### src/hw/rtl/lmsf_pkg.sv
// Shared constants, codes and control types for the LMS adaptive FIR.
package lmsf_pkg;

   localparam int TAPS_DEF = 32;

   // Configuration port
   localparam int CSR_ADDR_W = 3;
   localparam int CSR_DATA_W = 32;
   localparam logic [0:0]  REG_STEP_SIZE   = 1'b0;
   localparam logic [15:0] STEP_SIZE_RESET = 16'd328;

   // Request kinds
   localparam logic OP_SAMPLE = 1'b0;
   localparam logic OP_ERROR  = 1'b1;

   // Sequencer to datapath control
   typedef struct packed {
      logic start;    // item taken this cycle
      logic op_err;   // item kind of the one taken
      logic hist_we;  // write new sample into history
      logic issue;    // tap read issued this cycle
      logic hist_ok;  // tap holds a real sample
   } ctl_type;

endpackage

### src/hw/rtl/lms_adaptive_fir_top.sv
// Top level of the LMS adaptive FIR filter: CSR block, sequencer and MAC datapath.
// Sample transfer: the result is valid once RUN, DRAIN and FINISH are done, later while an earlier
// result still awaits its transfer; the next item is taken only after FINISH.
// Error transfer: no result; the next item is taken once RUN and DRAIN are done.
// The pace is one tap per cycle through the single read port of each memory and one multiplier.
// Synchronous active-high reset: history empty (fill count 0), all weights zero via per-tap
// valid bits, step size 328; no clearing pass, the block takes items straight after reset.
module lms_adaptive_fir_top #(
   parameter int TAPS = lmsf_pkg::TAPS_DEF
) (
   input  logic                                clock,
   input  logic                                reset,
   // request channel
   input  logic                                req_valid,
   output logic                                req_ready,
   input  logic                                req_type,
   input  logic signed [15:0]                  req_sample_value,
   // result channel
   output logic                                rsp_valid,
   input  logic                                rsp_ready,
   output logic signed [15:0]                  rsp_filter_out,
   // configuration port
   input  logic                                csr_psel,
   input  logic                                csr_penable,
   input  logic                                csr_pwrite,
   input  logic [lmsf_pkg::CSR_ADDR_W-1:0]     csr_paddr,
   input  logic [lmsf_pkg::CSR_DATA_W-1:0]     csr_pwdata,
   output logic [lmsf_pkg::CSR_DATA_W-1:0]     csr_prdata,
   output logic                                csr_pready
);
   import lmsf_pkg::*;

   localparam int IDX_W = $clog2(TAPS);

   ctl_type          ctl;
   logic [15:0]      step_size;
   logic [IDX_W-1:0] hist_waddr;
   logic [IDX_W-1:0] rd_addr;
   logic [IDX_W-1:0] tap_idx;
   logic             busy;
   logic [15:0]      filt;

   // Step size register; write it only while the block is idle; the block has no check for it.
   lmsf_csr u_csr (
      .clock       (clock),
      .reset       (reset),
      .csr_psel    (csr_psel),
      .csr_penable (csr_penable),
      .csr_pwrite  (csr_pwrite),
      .csr_paddr   (csr_paddr),
      .csr_pwdata  (csr_pwdata),
      .csr_prdata  (csr_prdata),
      .csr_pready  (csr_pready),
      .step_size   (step_size)
   );

   // Sequencer: one item at a time, walks taps newest first, holds the result register
   // so a new item may be taken while a result still awaits its transfer.
   lmsf_seq #(
      .TAPS (TAPS)
   ) u_seq (
      .clock          (clock),
      .reset          (reset),
      .req_valid      (req_valid),
      .req_ready      (req_ready),
      .req_type       (req_type),
      .rsp_valid      (rsp_valid),
      .rsp_ready      (rsp_ready),
      .rsp_filter_out (rsp_filter_out),
      .ctl            (ctl),
      .hist_waddr     (hist_waddr),
      .rd_addr        (rd_addr),
      .tap_idx        (tap_idx),
      .busy           (busy),
      .filt           (filt)
   );

   // Datapath: history ring buffer and weight memory, read-multiply-accumulate for a sample,
   // read-modify-write of every weight for an error. Successive weight writes hit distinct
   // taps, and the pipeline drains before the next item, so no forwarding is needed.
   lmsf_mac #(
      .TAPS (TAPS)
   ) u_mac (
      .clock      (clock),
      .reset      (reset),
      .ctl        (ctl),
      .hist_waddr (hist_waddr),
      .rd_addr    (rd_addr),
      .tap_idx    (tap_idx),
      .sample     (req_sample_value),
      .step_size  (step_size),
      .busy       (busy),
      .filt       (filt)
   );

endmodule

### src/hw/rtl/lmsf_csr.sv
// APB-style configuration register block (step size).
module lmsf_csr (
   input  logic                                clock,
   input  logic                                reset,
   input  logic                                csr_psel,
   input  logic                                csr_penable,
   input  logic                                csr_pwrite,
   input  logic [lmsf_pkg::CSR_ADDR_W-1:0]     csr_paddr,
   input  logic [lmsf_pkg::CSR_DATA_W-1:0]     csr_pwdata,
   output logic [lmsf_pkg::CSR_DATA_W-1:0]     csr_prdata,
   output logic                                csr_pready,
   output logic [15:0]                         step_size
);
   import lmsf_pkg::*;

   logic [15:0] step_ff, step_in;
   logic        sel_step;

   assign sel_step = (csr_paddr[CSR_ADDR_W-1:2] == REG_STEP_SIZE);

   always_comb begin
      step_in = step_ff;
      if (csr_psel && csr_penable && csr_pwrite && sel_step) begin
         step_in = csr_pwdata[15:0];
      end
   end

   always_ff @(posedge clock) begin
      if (reset) begin
         step_ff <= STEP_SIZE_RESET;
      end else begin
         step_ff <= step_in;
      end
   end

   assign csr_prdata = sel_step ? {{(CSR_DATA_W-16){1'b0}}, step_ff} : '0;
   assign csr_pready = 1'b1;
   assign step_size  = step_ff;

endmodule

### src/hw/rtl/lmsf_mac.sv
// History and weight memories with the shared multiply, accumulate and update pipeline.
module lmsf_mac #(
   parameter int TAPS = lmsf_pkg::TAPS_DEF
) (
   input  logic                        clock,
   input  logic                        reset,
   input  lmsf_pkg::ctl_type           ctl,
   input  logic [$clog2(TAPS)-1:0]     hist_waddr,
   input  logic [$clog2(TAPS)-1:0]     rd_addr,
   input  logic [$clog2(TAPS)-1:0]     tap_idx,
   input  logic signed [15:0]          sample,
   input  logic [15:0]                 step_size,
   output logic                        busy,
   output logic [15:0]                 filt
);
   import lmsf_pkg::*;

   localparam int IDX_W = $clog2(TAPS);
   localparam int ACC_W = 49 + $clog2(TAPS);
   localparam int Y_W   = ACC_W - 28;

   // memories
   logic [15:0] hist_mem [TAPS];
   logic [31:0] wt_mem   [TAPS];
   logic [TAPS-1:0] wt_vld_ff, wt_vld_in;

   // item state
   logic               op_err_ff;
   logic signed [32:0] sx_ff;

   // stage 1: read data
   logic               s1_vld_ff, s1_hok_ff, s1_wvld_ff;
   logic [IDX_W-1:0]   s1_idx_ff;
   logic [15:0]        hist_rd_ff;
   logic [31:0]        wt_rd_ff;

   // stage 2: product
   logic               s2_vld_ff;
   logic [IDX_W-1:0]   s2_idx_ff;
   logic signed [48:0] prod_ff, prod_in;
   logic signed [31:0] w_s2_ff;

   logic signed [ACC_W-1:0] acc_ff, acc_in;

   logic signed [15:0] h_eff;
   logic signed [31:0] w_eff;
   logic signed [32:0] mul_a;
   logic signed [48:0] d_full;
   logic signed [30:0] delta;
   logic signed [32:0] w_sum;
   logic [31:0]        w_new;
   logic signed [ACC_W-1:0] acc_rnd;
   logic signed [Y_W-1:0]   y_sh;

   always_ff @(posedge clock) begin
      if (ctl.hist_we) begin
         hist_mem[hist_waddr] <= sample;
      end
      if (ctl.issue) begin
         hist_rd_ff <= hist_mem[rd_addr];
         wt_rd_ff   <= wt_mem[tap_idx];
      end
      if (s2_vld_ff && op_err_ff) begin
         wt_mem[s2_idx_ff] <= w_new;
      end
   end

   // masking of never-written entries
   assign h_eff = s1_hok_ff  ? $signed(hist_rd_ff) : 16'sd0;
   assign w_eff = s1_wvld_ff ? $signed(wt_rd_ff)   : 32'sd0;
   assign mul_a = op_err_ff ? sx_ff : {w_eff[31], w_eff};
   assign prod_in = mul_a * h_eff;

   // weight update: round half up to Q4.28, saturate to 32 bits
   assign d_full = prod_ff + 49'sd131072;
   assign delta  = d_full[48:18];
   assign w_sum  = {w_s2_ff[31], w_s2_ff} + {{2{delta[30]}}, delta};
   always_comb begin
      if (w_sum[32] != w_sum[31]) begin
         w_new = w_sum[32] ? 32'h8000_0000 : 32'h7FFF_FFFF;
      end else begin
         w_new = w_sum[31:0];
      end
   end

   always_comb begin
      wt_vld_in = wt_vld_ff;
      if (s2_vld_ff && op_err_ff) begin
         wt_vld_in[s2_idx_ff] = 1'b1;
      end
   end

   always_comb begin
      acc_in = acc_ff;
      if (ctl.start) begin
         acc_in = '0;
      end else if (s2_vld_ff && !op_err_ff) begin
         acc_in = acc_ff + {{(ACC_W-49){prod_ff[48]}}, prod_ff};
      end
   end

   always_ff @(posedge clock) begin
      if (reset) begin
         wt_vld_ff <= '0;
         s1_vld_ff <= 1'b0;
         s2_vld_ff <= 1'b0;
         op_err_ff <= OP_SAMPLE;
      end else begin
         wt_vld_ff <= wt_vld_in;
         s1_vld_ff <= ctl.issue;
         s2_vld_ff <= s1_vld_ff;
         if (ctl.start) begin
            op_err_ff <= ctl.op_err;
         end
      end
   end

   always_ff @(posedge clock) begin
      if (ctl.start) begin
         sx_ff <= $signed({1'b0, step_size}) * sample;
      end
      s1_idx_ff  <= tap_idx;
      s1_hok_ff  <= ctl.hist_ok;
      s1_wvld_ff <= wt_vld_ff[tap_idx];
      s2_idx_ff  <= s1_idx_ff;
      prod_ff    <= prod_in;
      w_s2_ff    <= w_eff;
      acc_ff     <= acc_in;
   end

   // output: round half up from Q5.43 to Q1.15, saturate
   assign acc_rnd = acc_ff + ACC_W'(28'h800_0000);
   assign y_sh    = acc_rnd[ACC_W-1:28];
   always_comb begin
      if (y_sh[Y_W-1:15] != {(Y_W-15){y_sh[Y_W-1]}}) begin
         filt = y_sh[Y_W-1] ? 16'h8000 : 16'h7FFF;
      end else begin
         filt = y_sh[15:0];
      end
   end

   assign busy = s1_vld_ff | s2_vld_ff;

endmodule

### src/hw/rtl/lmsf_seq.sv
// Item sequencer: handshakes, circular history pointer, tap walk and result register.
module lmsf_seq #(
   parameter int TAPS = lmsf_pkg::TAPS_DEF
) (
   input  logic                        clock,
   input  logic                        reset,
   input  logic                        req_valid,
   output logic                        req_ready,
   input  logic                        req_type,
   output logic                        rsp_valid,
   input  logic                        rsp_ready,
   output logic signed [15:0]          rsp_filter_out,
   output lmsf_pkg::ctl_type           ctl,
   output logic [$clog2(TAPS)-1:0]     hist_waddr,
   output logic [$clog2(TAPS)-1:0]     rd_addr,
   output logic [$clog2(TAPS)-1:0]     tap_idx,
   input  logic                        busy,
   input  logic [15:0]                 filt
);
   import lmsf_pkg::*;

   localparam int IDX_W = $clog2(TAPS);
   localparam int CNT_W = $clog2(TAPS + 1);
   localparam logic [IDX_W-1:0] LAST_IDX = IDX_W'(TAPS - 1);
   localparam logic [CNT_W-1:0] FULL_CNT = CNT_W'(TAPS);

   localparam logic [1:0] ST_IDLE   = 2'd0;
   localparam logic [1:0] ST_RUN    = 2'd1;
   localparam logic [1:0] ST_DRAIN  = 2'd2;
   localparam logic [1:0] ST_FINISH = 2'd3;

   logic [1:0]       state_ff, state_in;
   logic [IDX_W-1:0] head_ff, head_in, head_nxt;
   logic [CNT_W-1:0] fill_ff, fill_in;
   logic [IDX_W-1:0] addr_ff, addr_in;
   logic [IDX_W-1:0] idx_ff, idx_in;
   logic             op_ff, op_in;
   logic             rsp_vld_ff, rsp_vld_in;
   logic [15:0]      rsp_data_ff, rsp_data_in;
   logic             take;

   assign req_ready = (state_ff == ST_IDLE);
   assign take      = req_valid && req_ready;
   assign head_nxt  = (head_ff == LAST_IDX) ? '0 : head_ff + 1'b1;

   always_comb begin
      state_in    = state_ff;
      head_in     = head_ff;
      fill_in     = fill_ff;
      addr_in     = addr_ff;
      idx_in      = idx_ff;
      op_in       = op_ff;
      rsp_vld_in  = rsp_vld_ff && !rsp_ready;
      rsp_data_in = rsp_data_ff;
      ctl         = '0;
      unique case (state_ff)
         ST_IDLE: begin
            if (take) begin
               ctl.start  = 1'b1;
               ctl.op_err = req_type;
               op_in      = req_type;
               idx_in     = '0;
               state_in   = ST_RUN;
               if (req_type == OP_SAMPLE) begin
                  ctl.hist_we = 1'b1;
                  head_in     = head_nxt;
                  addr_in     = head_nxt;
                  if (fill_ff != FULL_CNT) begin
                     fill_in = fill_ff + 1'b1;
                  end
               end else begin
                  addr_in = head_ff;
               end
            end
         end
         ST_RUN: begin
            ctl.issue   = 1'b1;
            ctl.op_err  = op_ff;
            ctl.hist_ok = (CNT_W'(idx_ff) < fill_ff);
            addr_in     = (addr_ff == '0) ? LAST_IDX : addr_ff - 1'b1;
            idx_in      = idx_ff + 1'b1;
            if (idx_ff == LAST_IDX) begin
               state_in = ST_DRAIN;
            end
         end
         ST_DRAIN: begin
            ctl.op_err = op_ff;
            if (!busy) begin
               state_in = (op_ff == OP_ERROR) ? ST_IDLE : ST_FINISH;
            end
         end
         ST_FINISH: begin
            if (!rsp_vld_ff || rsp_ready) begin
               rsp_vld_in  = 1'b1;
               rsp_data_in = filt;
               state_in    = ST_IDLE;
            end
         end
         default: begin
            state_in = ST_IDLE;
         end
      endcase
   end

   always_ff @(posedge clock) begin
      if (reset) begin
         state_ff   <= ST_IDLE;
         head_ff    <= '0;
         fill_ff    <= '0;
         addr_ff    <= '0;
         idx_ff     <= '0;
         op_ff      <= OP_SAMPLE;
         rsp_vld_ff <= 1'b0;
      end else begin
         state_ff   <= state_in;
         head_ff    <= head_in;
         fill_ff    <= fill_in;
         addr_ff    <= addr_in;
         idx_ff     <= idx_in;
         op_ff      <= op_in;
         rsp_vld_ff <= rsp_vld_in;
      end
   end

   always_ff @(posedge clock) begin
      rsp_data_ff <= rsp_data_in;
   end

   assign hist_waddr     = head_nxt;
   assign rd_addr        = addr_ff;
   assign tap_idx        = idx_ff;
   assign rsp_valid      = rsp_vld_ff;
   assign rsp_filter_out = rsp_data_ff;

endmodule

### config.mk
export PLATFORM = sky130hd
export DESIGN_NAME = lms_adaptive_fir_top
export DESIGN_NICKNAME = d
export VERILOG_FILES = /design/src/hw/rtl/lmsf_pkg.sv /design/src/hw/rtl/lms_adaptive_fir_top.sv /design/src/hw/rtl/lmsf_csr.sv /design/src/hw/rtl/lmsf_mac.sv /design/src/hw/rtl/lmsf_seq.sv
export SDC_FILE = /design/constraint.sdc
export NUM_CORES = 2
export LEC_CHECK = 0
export CAP_MARGIN = 15
export CORE_UTILIZATION = 25
export DETAILED_ROUTE_END_ITERATION = 12
export DONT_BUFFER_PORTS = 1
export SETUP_SLACK_MARGIN = 0.15
export SLEW_MARGIN = 10
export SYNTH_ARGS = -nofsm -noshare
export SYNTH_HDL_FRONTEND = slang
export SYNTH_SLANG_ARGS = --single-unit
### constraint.sdc
create_clock -name clock -period 6.4 [get_ports clock]
set_clock_uncertainty 0.2 [all_clocks]
set_input_delay 0.64 -clock clock [delete_from_list [all_inputs] [get_ports clock]]
set_output_delay 0.64 -clock clock [all_outputs]
set_load 0.02 [all_outputs]
==> impl_metrics.toml <==
[status]
status = "finished, violations left"
violations = "design-rule violations, negative setup slack"

[die]
rows = 234
die_w_um = 640.5
die_h_um = 640.5
num_io_pins = 110
core_um2 = 406100
die_area_um2 = 410200
initial_core_util_pct = 25.10

[finish]
area_growth_pct = 20.69
fin_nets = 8997
n_fill_cell = 40060
instances_no_fill = 13480
drive_gt1_share_pct = 24.78
fin_util_pct = 30.29
final_common_cell = "edfxtp_1"
final_cell_mix = "edfxtp_1, inv_1, nand2_1, fa_1, buf_4"

[logic_synthesis]
avgSynthCellArea_um2 = 14.03
synth_cell_types = 86
synth_edf_count = 1633
yosysWarnings = 0
synthCells = 7267
synth_area_um2 = 101900
async_flop_share_pct = 0
seq_area_frac_synth_pct = 52.49
synth-main-ff-cell = "edfxtp_1"
ys_ff_latch = 1856

[drt]
drtPass1Iterations = 12
ant_nets = 0
via_per_inst = 4.591
drtIter0Drc = 5669
drt-wirelength-per-cell_um = 21.18
vias = 61870
drt-total-wl_um = 285400
route.detailed.drc = 4

[sta]
drv_slew = 0
timing.setup.tns_ps = -9739
rsz0062_at_grt = "yes"
worstMarginPinSlew_ps = 1215
finalHoldViolCount = 0
finalCriticalPeriod_ps = 7083
fin_crit_sh_pct = 110.7
fmax_mhz = 141.2
finalWorstSetupSlack_ps = -683.0
setup_viol = 25
slew_headroom_pct = 18.88

[clock_network]
cts_root_buf = "clkbuf_16"
cts_tree = "done"
clk_latency_ps = 890
numClockSinks = 1856
path_clk_slew_ps = 70
ctsHtreeMaxLevel = 4
cts_made_buffers = 191
cts_buffer_depth = 4

[worst_setup_path]
cp_top_family = "adder cells"
cp_common_cell = "fa_1"
crit_slowest_cell = "fa_1"
crit_buf_inv = 9
crit_path_end_kind = "flop"
start_kind = "flop"
crit_start = "u_mac.s1_wvld_ff"
worstSetupPathType = "flop to flop"
worst-path-max-fanout = 6
required_ps = 6910
critical_path_arrival_ps = 7590
cpPeakStageDelay_ps = 580
r2r-start = "u_mac.s1_wvld_ff"

[grt]
antenna_found_initial = 16
grt_max_degree = 123
grt_first_pass_wirelength_um = 419900
grt.overflow.total = 0
grtUsageTotal_pct = 13.60
grt_pass1_vias = 64770

[place]
globalplace.congestion = 0.9316
dp_slack_ps = -1113
dp.cells = 12980
place_hpwl_um = 193200
port_buffers = 0

[power_and_ir_drop]
total_leakage_power_uw = 0.04559
powerDensity_nw_per_um2 = 291.8
ir_drop_uv = 254.3

[worst_hold_path]
min_path_type = "input port to flop"
hp-start = "req_valid"

[flow_run]
maxCapViolations = 0
[flip-flops by register name (all words and copies together), names as in the netlist, 2 cells and up]
signal and flops:
u_mac.w_s2_ff 32, u_seq.rsp_filter_out 16, u_mac.acc_ff 54, u_mac.wt_mem 1024, u_seq.head_ff 5, u_csr.step_size 16, u_mac.wt_rd_ff 32, u_mac.hist_rd_ff 16
u_mac.hist_mem 512, u_mac.wt_vld_ff 32, u_mac.s1_idx_ff 5, u_seq.rd_addr 5, u_mac.prod_ff 49, u_mac.sx_ff 33, u_mac.s2_idx_ff 5, u_seq.fill_ff 6
u_seq.state_ff 2, u_seq.tap_idx 5
[cell type report]
type                    instances  area [um^2]  share of cell area, %
diodes                          4        10.01               0.008138
clock buffers                 235         5112                  4.156
clock inverters               104         1107                 0.9002
inverters                     902         3390                  2.756
multi-input cells            4209        46110                  37.49
flip-flops and latches       1856        53560                  43.55
well taps                    5428         6792                  5.521
repair buffers                738         6923                  5.628
[tightest hold or removal path, cell delays in order]
cell	delay [ps]
nand2_1	80
nor2_1	50
buf_4	170
nand2_1	80
a21oi_1	50
[through the flow]
step / hold slack (ps) / cell area [um^2] / total power, uW
4_1_cts: 37.54 / 122000 / 35960
3_5_place_dp: 112.1 / 113400 / 24440
2_1_floorplan: 109.6 / 102800 / 20800
5_1_grt: 107.1 / 123000 / 37270
3_3_place_gp: 111.3 / 113400 / 24250
6_report: 104.4 / 123000 / 35900
[path summary, 6_finish.rpt]
kind	endpoint	slack, ps	cells after the start
max	u_mac.prod_ff[48]	-680	29
min	u_seq.head_ff[4]	100	5
max reg2reg	u_mac.prod_ff[48]	-680	29
min reg2reg	u_mac.s2_idx_ff[1]	130	0
[repair_timing]
action / 4_1_cts / 5_1_grt
buffers inserted: 57 / 42
setup endpoints to repair: 41 / 44
hold buffers: 47 / 0
pin swaps: 125 / 90
gates resized for setup: 296 / 179
hold endpoints to repair: 590 / 0
cloned: 4 / 3
[cells in the mapped netlist (all sizes together) (117+ instances only)]
cell	n	share of area [%]
ha	343	4.2
xnor2	141	1.2
nand2	746	2.7
and2	117	0.72
inv	901	3.3
nor2	516	1.9
mux4	490	11
dfxtp	223	4.4
o21ai	144	0.72
edfxtp	1633	48
fa	697	14
clkbuf	241	0.89
a21oi	220	1.1
[power by group]
group          internal (uW)  switching (uW)  leakage (uW)
Clock                   6550            4670       0.00302
Combinational           3980            5380        0.0258
Sequential             14700             605        0.0168
Total                  25200           10700        0.0456
[cell families (layout without fill, tap and decap cells)]
family / Yosys count / after routing / synth area share (%)
DFF: 1856 / 1856 / 52.49
and+or+nand+nor: 1685 / 1685 / 7.199
buffers and inverters: 1218 / 1979 / 4.562
adders and majority gates: 1071 / 1071 / 18.24
AOI/OAI and AO/OA: 687 / 688 / 4.322
muxes: 547 / 547 / 11.45
xor gates and xnor gates: 201 / 201 / 1.727
other: 2 / 21 / 0.007368
[routing by layer]
metal / GRT usage (%) / share of wire [%] / vias up
li1: - / - / 26860
met1: 17.41 / 41 / 32460
met2: 23.37 / 50 / 2051
met3: 1.833 / 5.8 / 494
met4: 5.036 / 3.9 / 4
met5: 0 / 0.0095 / -
No activity file was read; power rests on OpenSTA's default activity.
